===== src/kwm_pkg.sv =====
// ----------------------------------------------------------------------------
// kwm_pkg
// Types, constants and the heap ordering function for the k-way merge block.
// ----------------------------------------------------------------------------
package kwm_pkg;

    localparam int MAX_RUNS   = 16;
    localparam int VALUE_BITS = 32;
    localparam int RUN_W      = $clog2(MAX_RUNS);
    localparam int CNT_W      = $clog2(MAX_RUNS + 1);
    localparam int NODE_W     = CNT_W + 1;
    localparam int FIELD_W    = VALUE_BITS + RUN_W;
    localparam int TDATA_W    = ((FIELD_W + 7) / 8) * 8;
    localparam int PAD_W      = TDATA_W - FIELD_W;
    localparam int TUSER_W    = 2;

    // s_tuser / m_tuser bit positions
    localparam int IN_CMD_BIT    = 0;
    localparam int IN_EMPTY_BIT  = 1;
    localparam int OUT_VALID_BIT = 0;
    localparam int OUT_DONE_BIT  = 1;

    localparam logic CMD_LOAD = 1'b0;
    localparam logic CMD_NEXT = 1'b1;

    typedef enum logic [2:0] {
        ST_IDLE,
        ST_BUILD_RD,
        ST_BUILD_CUR,
        ST_SIFT_RD,
        ST_SIFT_CMP,
        ST_DONE
    } state_t;

    typedef enum logic [1:0] {
        OUT_ZERO,
        OUT_MIN,
        OUT_ALL_DONE
    } out_kind_t;

    typedef struct packed {
        logic                         dead;
        logic signed [VALUE_BITS-1:0] val;
        logic [RUN_W-1:0]             run;
    } entry_t;

    // controller -> datapath
    typedef struct packed {
        logic             load_wr;
        logic [RUN_W-1:0] load_addr;
        logic             next_set;
        logic             build_rd;
        logic             build_cur;
        logic [RUN_W-1:0] build_idx;
        logic             sift_rd;
        logic             sift_cmp;
        logic [CNT_W-1:0] n;
        logic             out_load;
        out_kind_t        out_kind;
    } dp_cmd_t;

    // datapath -> controller
    typedef struct packed {
        logic l_ok;
        logic moved;
    } dp_stat_t;

    // heap order: live before exhausted, then signed value, then run index
    function automatic logic precedes(entry_t a, entry_t b);
        logic res;
        if (a.dead != b.dead) begin
            res = !a.dead;
        end else if (!a.dead && (a.val != b.val)) begin
            res = ($signed(a.val) < $signed(b.val));
        end else begin
            res = (a.run < b.run);
        end
        return res;
    endfunction

endpackage


===== src/kwm_ctrl.sv =====
// ----------------------------------------------------------------------------
// kwm_ctrl
// Sequencer for load, heap build and sift-down; owns counts and output valid.
// ----------------------------------------------------------------------------
module kwm_ctrl
    import kwm_pkg::*;
(
    input  logic             clk,
    input  logic             rst_n,
    input  logic             cfg_we,
    input  logic [CNT_W-1:0] cfg_wdata,
    input  logic             in_valid,
    output logic             in_ready,
    input  logic             in_command,
    input  logic             in_empty,
    output logic             out_valid,
    input  logic             out_ready,
    output dp_cmd_t          cmd,
    input  dp_stat_t         stat
);

    state_t           state_reg, state_next;
    logic [CNT_W-1:0] num_runs_reg, num_runs_next;
    logic [CNT_W-1:0] loaded_reg, loaded_next;
    logic [CNT_W-1:0] exh_reg, exh_next;
    logic [RUN_W-1:0] build_idx_reg, build_idx_next;
    logic             building_reg, building_next;
    logic             rep_reg, rep_next;
    logic             out_valid_reg, out_valid_next;

    logic [CNT_W-1:0] n_eff;
    logic             accept;
    logic             fresh;
    logic [CNT_W-1:0] base_cnt;
    logic [CNT_W-1:0] load_cnt;
    logic [CNT_W-1:0] exh_base;
    logic             last_load;
    logic             built;
    logic             next_live;
    logic             more_build;
    logic             out_free;

    assign n_eff = (num_runs_reg == '0) ? CNT_W'(1) :
                   (num_runs_reg > CNT_W'(MAX_RUNS)) ? CNT_W'(MAX_RUNS) : num_runs_reg;

    assign in_ready   = (state_reg == ST_IDLE);
    assign accept     = in_valid && in_ready;
    assign fresh      = (loaded_reg >= n_eff);
    assign base_cnt   = fresh ? '0 : loaded_reg;
    assign load_cnt   = base_cnt + CNT_W'(1);
    assign exh_base   = fresh ? '0 : exh_reg;
    assign last_load  = (load_cnt == n_eff);
    assign built      = (loaded_reg >= n_eff);
    assign next_live  = built && (exh_reg < n_eff);
    assign more_build = building_reg && (build_idx_reg != '0);
    assign out_free   = !out_valid_reg || out_ready;
    assign out_valid  = out_valid_reg;

    // next state
    always_comb begin
        state_next = state_reg;
        unique case (state_reg)
            ST_IDLE: begin
                if (accept) begin
                    if (in_command == CMD_LOAD) begin
                        state_next = (last_load && (n_eff > CNT_W'(1))) ? ST_BUILD_RD : ST_DONE;
                    end else begin
                        state_next = next_live ? ST_SIFT_RD : ST_DONE;
                    end
                end
            end
            ST_BUILD_RD:  state_next = ST_BUILD_CUR;
            ST_BUILD_CUR: state_next = ST_SIFT_RD;
            ST_SIFT_RD: begin
                if (stat.l_ok) begin
                    state_next = ST_SIFT_CMP;
                end else begin
                    state_next = more_build ? ST_BUILD_RD : ST_DONE;
                end
            end
            ST_SIFT_CMP: begin
                if (stat.moved) begin
                    state_next = ST_SIFT_RD;
                end else begin
                    state_next = more_build ? ST_BUILD_RD : ST_DONE;
                end
            end
            ST_DONE: begin
                if (out_free) begin
                    state_next = ST_IDLE;
                end
            end
            default: state_next = ST_IDLE;
        endcase
    end

    // datapath commands
    always_comb begin
        cmd           = '0;
        cmd.n         = n_eff;
        cmd.load_addr = base_cnt[RUN_W-1:0];
        cmd.build_idx = build_idx_reg;
        cmd.out_kind  = OUT_ZERO;
        if (rep_reg) begin
            cmd.out_kind = (exh_reg >= n_eff) ? OUT_ALL_DONE : OUT_MIN;
        end
        unique case (state_reg)
            ST_IDLE: begin
                cmd.load_wr  = accept && (in_command == CMD_LOAD);
                cmd.next_set = accept && (in_command == CMD_NEXT) && next_live;
            end
            ST_BUILD_RD:  cmd.build_rd  = 1'b1;
            ST_BUILD_CUR: cmd.build_cur = 1'b1;
            ST_SIFT_RD:   cmd.sift_rd   = 1'b1;
            ST_SIFT_CMP:  cmd.sift_cmp  = 1'b1;
            ST_DONE:      cmd.out_load  = out_free;
            default: ;
        endcase
    end

    // counters and flags
    always_comb begin
        num_runs_next  = num_runs_reg;
        loaded_next    = loaded_reg;
        exh_next       = exh_reg;
        build_idx_next = build_idx_reg;
        building_next  = building_reg;
        rep_next       = rep_reg;

        if (accept) begin
            if (in_command == CMD_LOAD) begin
                loaded_next    = load_cnt;
                exh_next       = exh_base + CNT_W'(in_empty);
                rep_next       = last_load;
                building_next  = last_load;
                build_idx_next = RUN_W'((n_eff >> 1) - CNT_W'(1));
            end else begin
                rep_next      = built;
                building_next = 1'b0;
                if (next_live) begin
                    exh_next = exh_reg + CNT_W'(in_empty);
                end
            end
        end

        // a finished sift during the build moves to the next lower node
        if (((state_reg == ST_SIFT_RD) && !stat.l_ok) ||
            ((state_reg == ST_SIFT_CMP) && !stat.moved)) begin
            if (more_build) begin
                build_idx_next = build_idx_reg - RUN_W'(1);
            end else begin
                building_next = 1'b0;
            end
        end

        // register write aborts any merge in progress
        if (cfg_we) begin
            num_runs_next = cfg_wdata;
            loaded_next   = '0;
            exh_next      = '0;
        end
    end

    always_comb begin
        out_valid_next = out_valid_reg && !out_ready;
        if (cmd.out_load) begin
            out_valid_next = 1'b1;
        end
    end

    always_ff @(posedge clk) begin
        if (!rst_n) begin
            state_reg     <= ST_IDLE;
            num_runs_reg  <= CNT_W'(MAX_RUNS);
            loaded_reg    <= '0;
            exh_reg       <= '0;
            build_idx_reg <= '0;
            building_reg  <= 1'b0;
            rep_reg       <= 1'b0;
            out_valid_reg <= 1'b0;
        end else begin
            state_reg     <= state_next;
            num_runs_reg  <= num_runs_next;
            loaded_reg    <= loaded_next;
            exh_reg       <= exh_next;
            build_idx_reg <= build_idx_next;
            building_reg  <= building_next;
            rep_reg       <= rep_next;
            out_valid_reg <= out_valid_next;
        end
    end

endmodule


===== src/kwm_datapath.sv =====
// ----------------------------------------------------------------------------
// kwm_datapath
// Heap memory, sifting entry, child compare and output payload register.
// ----------------------------------------------------------------------------
module kwm_datapath
    import kwm_pkg::*;
(
    input  logic                  clk,
    input  dp_cmd_t               cmd,
    input  logic [VALUE_BITS-1:0] in_value,
    input  logic                  in_empty,
    input  logic [RUN_W-1:0]      in_run,
    output dp_stat_t              stat,
    output logic [TDATA_W-1:0]    out_tdata,
    output logic [TUSER_W-1:0]    out_tuser
);

    entry_t heap_mem [MAX_RUNS];

    entry_t             cur_reg, cur_next;
    logic [RUN_W-1:0]   pos_reg, pos_next;
    entry_t             rd_l_reg;
    entry_t             rd_r_reg;
    logic               r_ok_reg;
    entry_t             root_reg;
    logic [TDATA_W-1:0] tdata_reg;
    logic [TUSER_W-1:0] tuser_reg;

    entry_t             load_entry;
    entry_t             next_entry;
    logic [NODE_W-1:0]  l_node;
    logic [NODE_W-1:0]  r_node;
    logic               l_ok;
    logic               r_ok;
    logic               lc, rc, rl;
    logic               take_r;
    logic               moved;
    entry_t             best;
    logic [RUN_W-1:0]   child_addr;
    logic               we;
    logic [RUN_W-1:0]   waddr;
    entry_t             wdata;

    assign load_entry.dead = in_empty;
    assign load_entry.val  = in_empty ? '0 : in_value;
    assign load_entry.run  = in_run;

    // replacement root keeps the run tag of the reported minimum
    assign next_entry.dead = in_empty;
    assign next_entry.val  = in_empty ? '0 : in_value;
    assign next_entry.run  = root_reg.run;

    assign l_node = {1'b0, pos_reg, 1'b1};
    assign r_node = l_node + NODE_W'(1);
    assign l_ok   = (l_node < {1'b0, cmd.n});
    assign r_ok   = (r_node < {1'b0, cmd.n});

    // three compares side by side; ties keep the earlier candidate
    assign lc     = precedes(rd_l_reg, cur_reg);
    assign rc     = precedes(rd_r_reg, cur_reg);
    assign rl     = precedes(rd_r_reg, rd_l_reg);
    assign take_r = lc ? (r_ok_reg && rl) : (r_ok_reg && rc);
    assign moved  = lc || (r_ok_reg && rc);
    assign best   = take_r ? rd_r_reg : rd_l_reg;
    assign child_addr = take_r ? r_node[RUN_W-1:0] : l_node[RUN_W-1:0];

    assign stat.l_ok  = l_ok;
    assign stat.moved = moved;

    // single write port
    always_comb begin
        we    = 1'b0;
        waddr = pos_reg;
        wdata = cur_reg;
        if (cmd.load_wr) begin
            we    = 1'b1;
            waddr = cmd.load_addr;
            wdata = load_entry;
        end else if (cmd.sift_rd && !l_ok) begin
            we = 1'b1;
        end else if (cmd.sift_cmp) begin
            we    = 1'b1;
            wdata = moved ? best : cur_reg;
        end
    end

    always_comb begin
        cur_next = cur_reg;
        pos_next = pos_reg;
        if (cmd.next_set) begin
            cur_next = next_entry;
            pos_next = '0;
        end else if (cmd.build_cur) begin
            cur_next = rd_l_reg;
            pos_next = cmd.build_idx;
        end else if (cmd.sift_cmp && moved) begin
            pos_next = child_addr;
        end
    end

    always_ff @(posedge clk) begin
        if (we) begin
            heap_mem[waddr] <= wdata;
        end
        if (cmd.build_rd) begin
            rd_l_reg <= heap_mem[cmd.build_idx];
        end else if (cmd.sift_rd) begin
            rd_l_reg <= heap_mem[l_node[RUN_W-1:0]];
        end
        if (cmd.sift_rd) begin
            rd_r_reg <= heap_mem[r_node[RUN_W-1:0]];
            r_ok_reg <= r_ok;
        end
    end

    // shadow of slot 0 for reporting
    always_ff @(posedge clk) begin
        if (we && (waddr == '0)) begin
            root_reg <= wdata;
        end
        cur_reg <= cur_next;
        pos_reg <= pos_next;
    end

    always_ff @(posedge clk) begin
        if (cmd.out_load) begin
            tdata_reg <= '0;
            tuser_reg <= '0;
            case (cmd.out_kind)
                OUT_MIN: begin
                    tdata_reg <= {{PAD_W{1'b0}}, root_reg.run, root_reg.val};
                    tuser_reg[OUT_VALID_BIT] <= 1'b1;
                end
                OUT_ALL_DONE: begin
                    tuser_reg[OUT_DONE_BIT] <= 1'b1;
                end
                default: ;
            endcase
        end
    end

    assign out_tdata = tdata_reg;
    assign out_tuser = tuser_reg;

endmodule


===== src/kway_merge_min_heap.sv =====
// ----------------------------------------------------------------------------
// kway_merge_min_heap
// K-way merge of sorted runs through a min-heap, one result word per input.
// ----------------------------------------------------------------------------
// Usage: set num_runs through cfg_we/cfg_wdata while idle (a write restarts
// the merge). Send one load word per run (s_tuser[0] = 0) with its head
// value, or s_tuser[1] = 1 when the run is empty. Every input word yields one
// result word. The last load builds the heap and reports the minimum and its
// run; after that send a next word (s_tuser[0] = 1) carrying the following
// element of the reported run, or the empty flag once it is exhausted.
// m_tuser[1] (all_done) rises when every run is exhausted.
// Flow: one word worked on at a time. A load that is not the last goes
// from idle straight to the done state, which loads the result register. A
// next word sinks the new root d heap levels (at most 4 levels for 16 runs)
// through the sift loop: ST_SIFT_RD reads both children from the heap
// memory, then ST_SIFT_CMP compares and writes back; a node without
// children ends the loop from the read state. The final load adds the
// build: num_runs/2 sifts, each a read, a load, then the sift loop.
// The block is back in idle, ready for the next word, as the result loads.
// Reset clears the counts and state; num_runs returns to 16. The heap memory
// keeps old contents and is only read after loads rewrite it.
// A stalled m_tready holds the result; the next input word is still taken
// and worked on, and its result waits in the last state until the output
// register frees up.
// ----------------------------------------------------------------------------
module kway_merge_min_heap
    import kwm_pkg::*;
(
    input  logic               aclk,
    input  logic               aresetn,
    // configuration: num_runs
    input  logic               cfg_we,
    input  logic [CNT_W-1:0]   cfg_wdata,
    // input words
    input  logic               s_tvalid,
    output logic               s_tready,
    input  logic [TDATA_W-1:0] s_tdata,  // [31:0] value, [35:32] run_index, pad
    input  logic [TUSER_W-1:0] s_tuser,  // [0] command, [1] run_empty
    // result words
    output logic               m_tvalid,
    input  logic               m_tready,
    output logic [TDATA_W-1:0] m_tdata,  // [31:0] min_value, [35:32] min_run, pad
    output logic [TUSER_W-1:0] m_tuser   // [0] min_valid, [1] all_done
);

    dp_cmd_t  cmd;
    dp_stat_t stat;

    // controller: FSM, run/exhausted counts, build index, output valid
    kwm_ctrl u_ctrl (
        .clk        (aclk),
        .rst_n      (aresetn),
        .cfg_we     (cfg_we),
        .cfg_wdata  (cfg_wdata),
        .in_valid   (s_tvalid),
        .in_ready   (s_tready),
        .in_command (s_tuser[IN_CMD_BIT]),
        .in_empty   (s_tuser[IN_EMPTY_BIT]),
        .out_valid  (m_tvalid),
        .out_ready  (m_tready),
        .cmd        (cmd),
        .stat       (stat)
    );

    // datapath: heap memory, sifting entry, compare, result payload
    kwm_datapath u_datapath (
        .clk       (aclk),
        .cmd       (cmd),
        .in_value  (s_tdata[VALUE_BITS-1:0]),
        .in_empty  (s_tuser[IN_EMPTY_BIT]),
        .in_run    (s_tdata[VALUE_BITS +: RUN_W]),
        .stat      (stat),
        .out_tdata (m_tdata),
        .out_tuser (m_tuser)
    );

endmodule


===== config.mk =====
export PLATFORM = sky130hd
export DESIGN_NAME = kway_merge_min_heap
export DESIGN_NICKNAME = d
export VERILOG_FILES = /design/src/kwm_pkg.sv /design/src/kwm_ctrl.sv /design/src/kwm_datapath.sv /design/src/kway_merge_min_heap.sv
export SDC_FILE = /design/constraint.sdc
export NUM_CORES = 1
export LEC_CHECK = 0
export ABC_AREA = 0
export BUFFER_PORTS_ARGS = -buffer_cell sky130_fd_sc_hd__buf_2
export CAP_MARGIN = 40
export CORE_UTILIZATION = 50
export DETAILED_ROUTE_END_ITERATION = 6
export PLACE_DENSITY = 0.66
export SYNTH_ARGS = -nofsm -noshare
export SYNTH_HDL_FRONTEND = slang
export SYNTH_HIERARCHICAL = 1
export SYNTH_SLANG_ARGS = --single-unit

===== constraint.sdc =====
create_clock -name aclk -period 11 [get_ports aclk]
set_input_delay 2.2 -clock aclk [delete_from_list [all_inputs] [get_ports aclk]]
set_output_delay 2.2 -clock aclk [all_outputs]
set_load 0.005 [all_outputs]

; After elaboration in Yosys (flattened, before gate mapping)
; Memories as Yosys holds them, arrays and structs flattened. A register that Yosys moved wholly into a read port is not among the register bits.
; Index checks and enable logic that the tools add are counted.
[op_classes]
n_addsub = 6
n_reduce_logical = 38
bitwise = 2
n_eq_ne = 17
magnitude_cmp = 13
muxes = 65
[ops]
columns = operator, count
row1 = 2-to-1 mux 37 bit, 9
row2 = < comparator 32 bit, 3
row3 = inequality test 32 bit, 3
row4 = 2-to-1 mux 4 bit, 11
row5 = 2-to-1 mux 32 bit, 1
row6 = 2-to-1 mux 5 bit, 6
row7 = 2-to-1 mux 1 bit, 27
row8 = 2-to-1 mux 3 bit, 8
row9 = logical AND 1 bit, 18
row10 = one-hot mux 3 bit (6 select lines), 1
row11 = < comparator 4 bit, 3
row12 = adder 5 x 1 -> 5 bit, 2
row13 = >= comparator 5 bit, 2
row14 = < comparator 5 bit, 2
row15 = "subtractor 4 x 1 -> 4 bit, second input constant", 2
row16 = "adder 5 x 1 -> 6 bit, second input constant", 1
row17 = "equality test 3 x 2 -> 1 bit, second input constant", 2
row18 = "equality test 3 bit, second input constant", 2
row19 = zero test 1 bit, 6
row20 = < comparator 6 x 5 -> 1 bit, 1
row21 = AND reduction 2 bit, 3
row22 = nonzero test 2 bit, 3
row23 = "adder 5 x 1 -> 5 bit, second input constant", 1
row24 = equality test 5 bit, 1
row25 = other kinds (16), 23
[totals]
memories = 1
inputBits = 52
out_inout_bits = 44
reg_bits = 182
elab_cells = 163
mem_bits_rw = 592
[mem_list]
columns = name, words, word_bits, rd, rd_ports_with_merged_regs, write_ports, line
row1 = u_datapath.heap_mem, 16, 37, 3, 3, 1, kwm_datapath.sv:18  ; entry_t heap_mem [MAX_RUNS];

; Depth between registers and ports, before layout
; Gate-level depths: netlist of the first run.
[logic_depth]
ltp_word = 12
mapped_depth = 18

; Modules after synthesis
; The synthesis of the first run kept the hierarchy.
[by_module_without_submodules]
columns = mod, cells_per_inst, seq_area_each_um2, area_each_um2, n_inst
row1 = kwm_datapath, 2075, 22421.5, 36571.3, 1
row2 = kwm_ctrl, 256, 500.5, 2014.4, 1

; Least setup slack after synthesis of the first run
; No wires, ideal clock.
[synth_path]
path_type = input to register
startpoint = input port s_tvalid
endpoint = memory u_datapath/heap_mem[5][0] in the netlist's numbering, enable pin
path_stages = 11
arrival_time_ns = 5.259
setup_slack_ns = 5.309
path_buffers = 5
cell_sequence = and2_1 buf_2 nand2b_1 buf_2 inv_2 buf_4 clkbuf_1 clkbuf_1 nand2_1 o32a_1 nor2_1
[synth_lines]
columns = item, line
row1 = "start, declared", kway_merge_min_heap.sv:35  ; input logic s_tvalid,
row2 = "end, declared", kwm_datapath.sv:18

==> results.tsv, run 1 <==
metric	value	unit
status	complete, no violations	
ctsResizeCount	0	
cp_slowest_cell	inv_2	
place.gp.congestion	0.8487	
finClkSkew	0.04025	ns
postCtsSetupBuffers	0	
cp_max_fo	37	
final_nets	2632	
yosysWarnings	6	
criticalPathCategory	in2reg	
clk_path_buf_depth	3	
max_slew_margin	36.54	%
grt_max_degree	80	
crit_path_cell_trace	buf_2, and2_1, nand2b_1, inv_2, buf_4, a22oi_1, nor2_4, buf_4	
ys_seq_elements	774	
via_per_inst	6.447	
dp_hpwl	62010	um
setup-tns-final	0	ns
crit_family	buffers and inverters	
synth_ff_type	edfxtp_1	
layout_common_cells	742 x edfxtp_1, 333 x mux4_2, 132 x o21ai_0, 128 x ha_1, 113 x nand2_1	
drive_gt1_share	29.05	%
setup_viol	0	
cts_tree	done	
holdBufCountCts	0	
largest_reg_flops	575	
max_cap_violations	0	
hp-class	reg2reg	
critPathArrivalTime	5.75	ns
initial_core_util	50.64	%
fmax	0.1818	GHz
synth_cell_types	83	
min_period	5.501	ns
pwr_density_cell	258.9	nW/um^2
dpl_cell_area	40740	um^2
max_stage_delay	0.69	ns
yosysSeqAreaShare	59.41	%
routed_wl	105000	um
hold_viol	0	
regMostFlops	u_datapath/heap_mem	
cts_made_buffers	83	
required	11.25	ns
rsz0062_at_grt	false	
die_h	279.8	um
die_w	279.8	um
drt_first_pass_iters	5	
via_count	22890	
critPathBufInv	4	
seqCellArea	22950	um^2
nFillCells	5800	
cts-root-buf	clkbuf_16	
path_clk_slew	0.06	ns
start_kind	input port	
coreArea	76200	um^2
synth_cells	2331	
clkLatencyLatePin	0.65	ns
wl_per_cell	29.58	um
post-route-util	57.14	%
crit_path_frequent_cell	buf_4	
ios	96	
cts.sinks	774	
p_total	0.01127	W
rows	101	
cts_max_level	3	
multi_input_area	14810	um^2
vdd_drop_max	0.1508	mV
avgSynthCellArea	16.55	um^2
netlist_area	38590	um^2
antennaDiodeCount	0	
synth_edf_count	742	
min_period_over_period	50.01	%
async_flop_share	0	%
io_buffers	87	
die_area	78290	um^2
grt_pass1_wl	154300	um
cp-end-kind	register	
layout_commonest_cell	edfxtp_1	
track_usage	27.33	%
post-route-cell-area	43540	um^2
leakage	14.50	nW
drv_slew	0	
initialDrtViolationCount	2830	
holdWs	0.4826	ns
area_growth	12.83	%
overflow	0	
drc	0	
worst_slew_pin_slew	0.9519	ns
antenna_found_initial	2	
grt_pass1_vias	23270	
detail-route-antenna-nets	0	
-- worst register-to-register path, delay by kind of cell (launching register included) --
| kind | cells | cell delay [ns] |
|---|---|---|
| compound gates | 4 | 1.33 |
| mux | 1 | 0.17 |
| buf+inv | 3 | 1.01 |
| fa+ha+maj | 1 | 0.32 |
| xor+xnor | 1 | 0.19 |
| simple gates | 3 | 1.51 |
| flops | 1 | 0.40 |
-- per-stage QoR --
step,worst slack [ns],instances
after CTS,5.526,3545
after floorplan,5.309,2334
final,5.499,3550
after global routing,5.324,3550
after global placement,4.923,3375
after detailed placement,4.886,3391
-- cells in the mapped netlist (all sizes together) (3+ instances only) --
| cell | n | area share [%] |
|---|---|---|
| o211ai | 4 | 0.078 |
| xor2 | 5 | 0.11 |
| ha | 129 | 4.2 |
| nand3b | 13 | 0.25 |
| a221o | 4 | 0.10 |
| o21a | 7 | 0.16 |
| a211o | 4 | 0.091 |
| and3 | 10 | 0.16 |
| a21boi | 4 | 0.078 |
| mux4 | 333 | 19 |
| clkbuf | 71 | 0.71 |
| o32a | 3 | 0.078 |
| nor4 | 9 | 0.18 |
| a21oi | 56 | 0.73 |
| o21ai | 145 | 1.9 |
| nor3 | 9 | 0.13 |
| nand4 | 17 | 0.29 |
| nor4b | 3 | 0.10 |
| edfxtp | 742 | 58 |
| nand3 | 25 | 0.34 |
| nor2 | 53 | 0.56 |
| inv | 102 | 0.99 |
| nor2b | 28 | 0.45 |
| nor3b | 5 | 0.097 |
| mux2 | 39 | 1.1 |
| a31oi | 8 | 0.17 |
| nand2 | 114 | 1.1 |
| and2b | 17 | 0.33 |
| or2 | 7 | 0.12 |
| dfxtp | 32 | 1.7 |
| nand2b | 15 | 0.24 |
| buf | 78 | 1.0 |
| xnor2 | 3 | 0.068 |
| a21o | 20 | 0.39 |
| a221oi | 5 | 0.13 |
| a211oi | 7 | 0.14 |
| a311oi | 3 | 0.068 |
| and2 | 47 | 0.77 |
| mux2i | 86 | 2.2 |
| a22oi | 41 | 0.80 |
-- power breakdown --
part	leakage [nW]	internal (W)	switching, W
Clock	1.32	0.00166	0.00119
Combinational	6.19	0.00179	0.00227
Sequential	7.00	0.00406	0.000297
-- path summary, 6_finish.rpt --
path                                               from                          to  slack (ns)  depth (start not counted)
worst max-delay path                           s_tvalid  u_datapath/heap_mem[0][30]        5.50                          8
worst min-delay path                  u_ctrl/exh_reg[0]           u_ctrl/exh_reg[0]        0.48                          2
worst max register to register  u_datapath/rd_l_reg[18]  u_datapath/heap_mem[6][32]        5.83                         13
worst min register to register        u_ctrl/exh_reg[0]           u_ctrl/exh_reg[0]        0.48                          2
-- layout make-up --
class                   instances  area share [%]
clock buffers                 105           5.153
multi-input cells            1309           34.02
clock inverters                49           1.193
inverters                     102          0.8794
repair buffers                181           3.086
flip-flops and latches        774           52.71
well taps                    1030           2.960
-- per-layer routing --
| metal | routed length, um | track usage (%) | vias to the layer above |
|---|---|---|---|
| li1 | - | - | 9703 |
| met1 | 42470 | 38.38 | 11820 |
| met2 | 49490 | 43.20 | 1171 |
| met3 | 10100 | 5.955 | 194 |
| met4 | 2932 | 7.804 | 0 |
| met5 | 0 | 0 | - |
-- kinds of logic (layout without fill, tap and decap cells) --
| kind of cell | after synthesis | count (layout) | share of synthesized area, % |
|---|---|---|---|
| compound gates | 329 | 329 | 5.298 |
| xor+xnor | 9 | 9 | 0.2400 |
| fa+ha+maj | 129 | 129 | 4.183 |
| buf+inv | 251 | 437 | 2.724 |
| flops | 774 | 774 | 59.41 |
| mux | 458 | 458 | 22.82 |
| other cells | 1 | 4 | 0.009719 |
| simple gates | 380 | 380 | 5.325 |
(Power assumes the default switching activity.)
==> inputs of run 2 (changes only) <==
- PLACE_DENSITY: 0.66 -> 0.69
- clock period: 11 -> 4.87 ns (I/O delays scaled with it)
==> run 2 against run 1 <==
Global-route usage grew 0.41 points. Sequential power increased by 130%. Flip-flop and latch count unchanged. Clock-buffer cell count up 1. Clock skew is 0.0050 ns lower. Critical path depth increased by 3. Non-clock buffer count grew 22. Worst setup slack lost 5.2 ns. Register-to-register slack lost 5.5 ns. Worst hold slack gained 0.010 ns. Cell area grew 0.56%. Utilization is 0.32 points higher. Largest cell class unchanged.
==> results.tsv, run 2 (synthesis results as in run 1) <==
metric	value	unit	change
grt_pass1_wl	157500	um	was 154300 um
status	complete, no violations		unchanged
layout_commonest_cell	edfxtp_1		unchanged
reg2reg_depth	11		was 13
max_stage_delay	0.84	ns	was 0.69 ns
crit_path_cell_trace	ha_1, nand4_1, nor4_1, a211oi_1, and3_1, a211o_1, o21ai_1, nor2_4, buf_4, mux2i_1, o21ai_1		was buf_2, and2_1, nand2b_1, inv_2, buf_4, a22oi_1, nor2_4, buf_4
vdd_drop_max	0.3758	mV	was 0.1508 mV
cp_slowest_cell	o21ai_1		was inv_2
layout_common_cells	742 x edfxtp_1, 333 x mux4_2, 131 x o21ai_0, 128 x ha_1, 113 x nand2_1		was 742 x edfxtp_1, 333 x mux4_2, 132 x o21ai_0, 128 x ha_1, 113 x nand2_1
ctsResizeCount	0		unchanged
pwr-share-comb	36.7	%	was 36.0%
finClkSkew	0.03520	ns	was 0.04025 ns
area_growth	13.46	%	was 12.83%
postCtsSetupBuffers	0		unchanged
path_clk_slew	0.06	ns	about the same
max_slew_margin	27.94	%	was 36.54%
clk_path_buf_depth	3		unchanged
place.gp.congestion	0.9071		was 0.8487
cp-end-kind	register		unchanged
final_nets	2653		was 2632
cts_made_buffers	82		was 83
antennaDiodeCount	0		unchanged
critPathArrivalTime	4.78	ns	was 5.75 ns
clockPowerShare	24.8	%	was 25.3%
p_switching	0.008461	W	was 0.003756 W
hp-class	reg2reg		unchanged
grt_pass1_vias	23560		was 23270
leakage	14.64	nW	was 14.50 nW
drv_slew	0		unchanged
holdBufCountCts	0		unchanged
pwr-share-seq	38.6	%	about the same
die_area	78290	um^2	unchanged
nFillCells	5667		was 5800
die_h	279.8	um	unchanged
io_buffers	87		unchanged
die_w	279.8	um	unchanged
min_period_over_period	92.87	%	
regMostFlops	u_datapath/heap_mem		unchanged
wl_per_cell	29.94	um	was 29.58 um
required	5.13	ns	was 11.25 ns
antenna_found_initial	3		was 2
cts_max_level	3		unchanged
drt_first_pass_iters	6		was 5
max_cap_violations	0		unchanged
post-route-cell-area	43780	um^2	was 43540 um^2
routed_wl	106700	um	was 105000 um
min_path_cells	2		unchanged
power.internal	0.01702	W	was 0.007518 W
initialDrtViolationCount	2790		was 2830
setup_viol	0		unchanged
swShare	33.21	%	was 33.32%
dpl_cell_area	41060	um^2	was 40740 um^2
rows	101		unchanged
cts.sinks	774		unchanged
fmax	0.2211	GHz	
initial_core_util	50.64	%	unchanged
cp_max_fo	17		was 37
rsz0062_at_grt	false		unchanged
overflow	0		unchanged
coreArea	76200	um^2	unchanged
via_per_inst	6.528		was 6.447
via_count	23270		was 22890
drive_gt1_share	29.59	%	was 29.05%
ios	96		unchanged
largest_reg_flops	575		unchanged
cts_tree	done		unchanged
track_usage	27.74	%	was 27.33%
dp_hpwl	64600	um	was 62010 um
min_period	4.523	ns	
drc	0		unchanged
hold_viol	0		unchanged
grt_max_degree	79		was 80
clkLatencyLatePin	0.64	ns	was 0.65 ns
pwr_density_cell	582.0	nW/um^2	was 258.9 nW/um^2
criticalPathCategory	reg2reg		was in2reg
worst_slew_pin_slew	1.074	ns	was 0.9519 ns
cts-root-buf	clkbuf_16		unchanged
setup-tns-final	0	ns	unchanged
detail-route-antenna-nets	0		unchanged
start_kind	register		was input port
crit_path_frequent_cell	o21ai_1		was buf_4
[run 2: layer usage]
| layer | up-vias | track usage, % | routed length, um |
|---|---|---|---|
| li1 | 9731 | - | - |
| met1 | 11990 | 38.75 | 42050 |
| met2 | 1348 | 44.62 | 51460 |
| met3 | 201 | 4.712 | 10170 |
| met4 | 2 | 8.967 | 3041 |
| met5 | - | 0 | 11 |
[run 2: metrics by stage]
step	worst slack (ns)	total power (W)	std cells	hold WS (ns)	util [%]
after floorplan	0.2491	0.01595	2334	0.4510	-
after global placement	0.3454	0.01883	3403	0.4657	53.62
after global routing	0.1636	0.02648	3565	0.5198	57.45
after detailed placement	0.4161	0.01915	3415	0.4896	53.88
after CTS	0.3079	0.02548	3562	0.4971	57.42
final	0.3470	0.02548	3565	0.4926	57.45
[run 2: path summary, 6_finish.rpt]
kind	from	to	slack (ns)
max	u_datapath/rd_r_reg[18]	u_datapath/heap_mem[14][36]	0.35
min	u_ctrl/exh_reg[0]	u_ctrl/exh_reg[0]	0.49
max reg2reg	u_datapath/rd_r_reg[18]	u_datapath/heap_mem[14][36]	0.35
min reg2reg	u_ctrl/exh_reg[0]	u_ctrl/exh_reg[0]	0.49
[run 2: area by class of cell]
type                       instances  area [um^2]  share of cell area [%]
sequential                       774        22950                   52.41
multi-input combinational       1309        14810                   33.83
clock buffer                     106         2288                   5.227
timing repair buffer             203         1649                   3.767
tap                             1030         1289                   2.944
clock inverter                    41        411.6                  0.9402
inverter                         102        382.9                  0.8745
[run 2: critical path: cells and delay by family, from the launching register on]
| family | cells | cell delay, ns |
|---|---|---|
| buf+inv | 1 | 0.26 |
| fa+ha+maj | 1 | 0.35 |
| mux | 1 | 0.16 |
| simple gates | 4 | 1.32 |
| flops | 1 | 0.45 |
| compound gates | 4 | 1.61 |
[run 2: power groups by stage]
stage	Combinational, W	Clock, W	Sequential, W
detailed placement	0.00920	0	0.00995
CTS	0.00926	0.00639	0.00983
global placement	0.00881	0	0.0100
finish	0.00934	0.00631	0.00983
global route	0.00995	0.00663	0.00990
floorplan	0.00639	0	0.00957
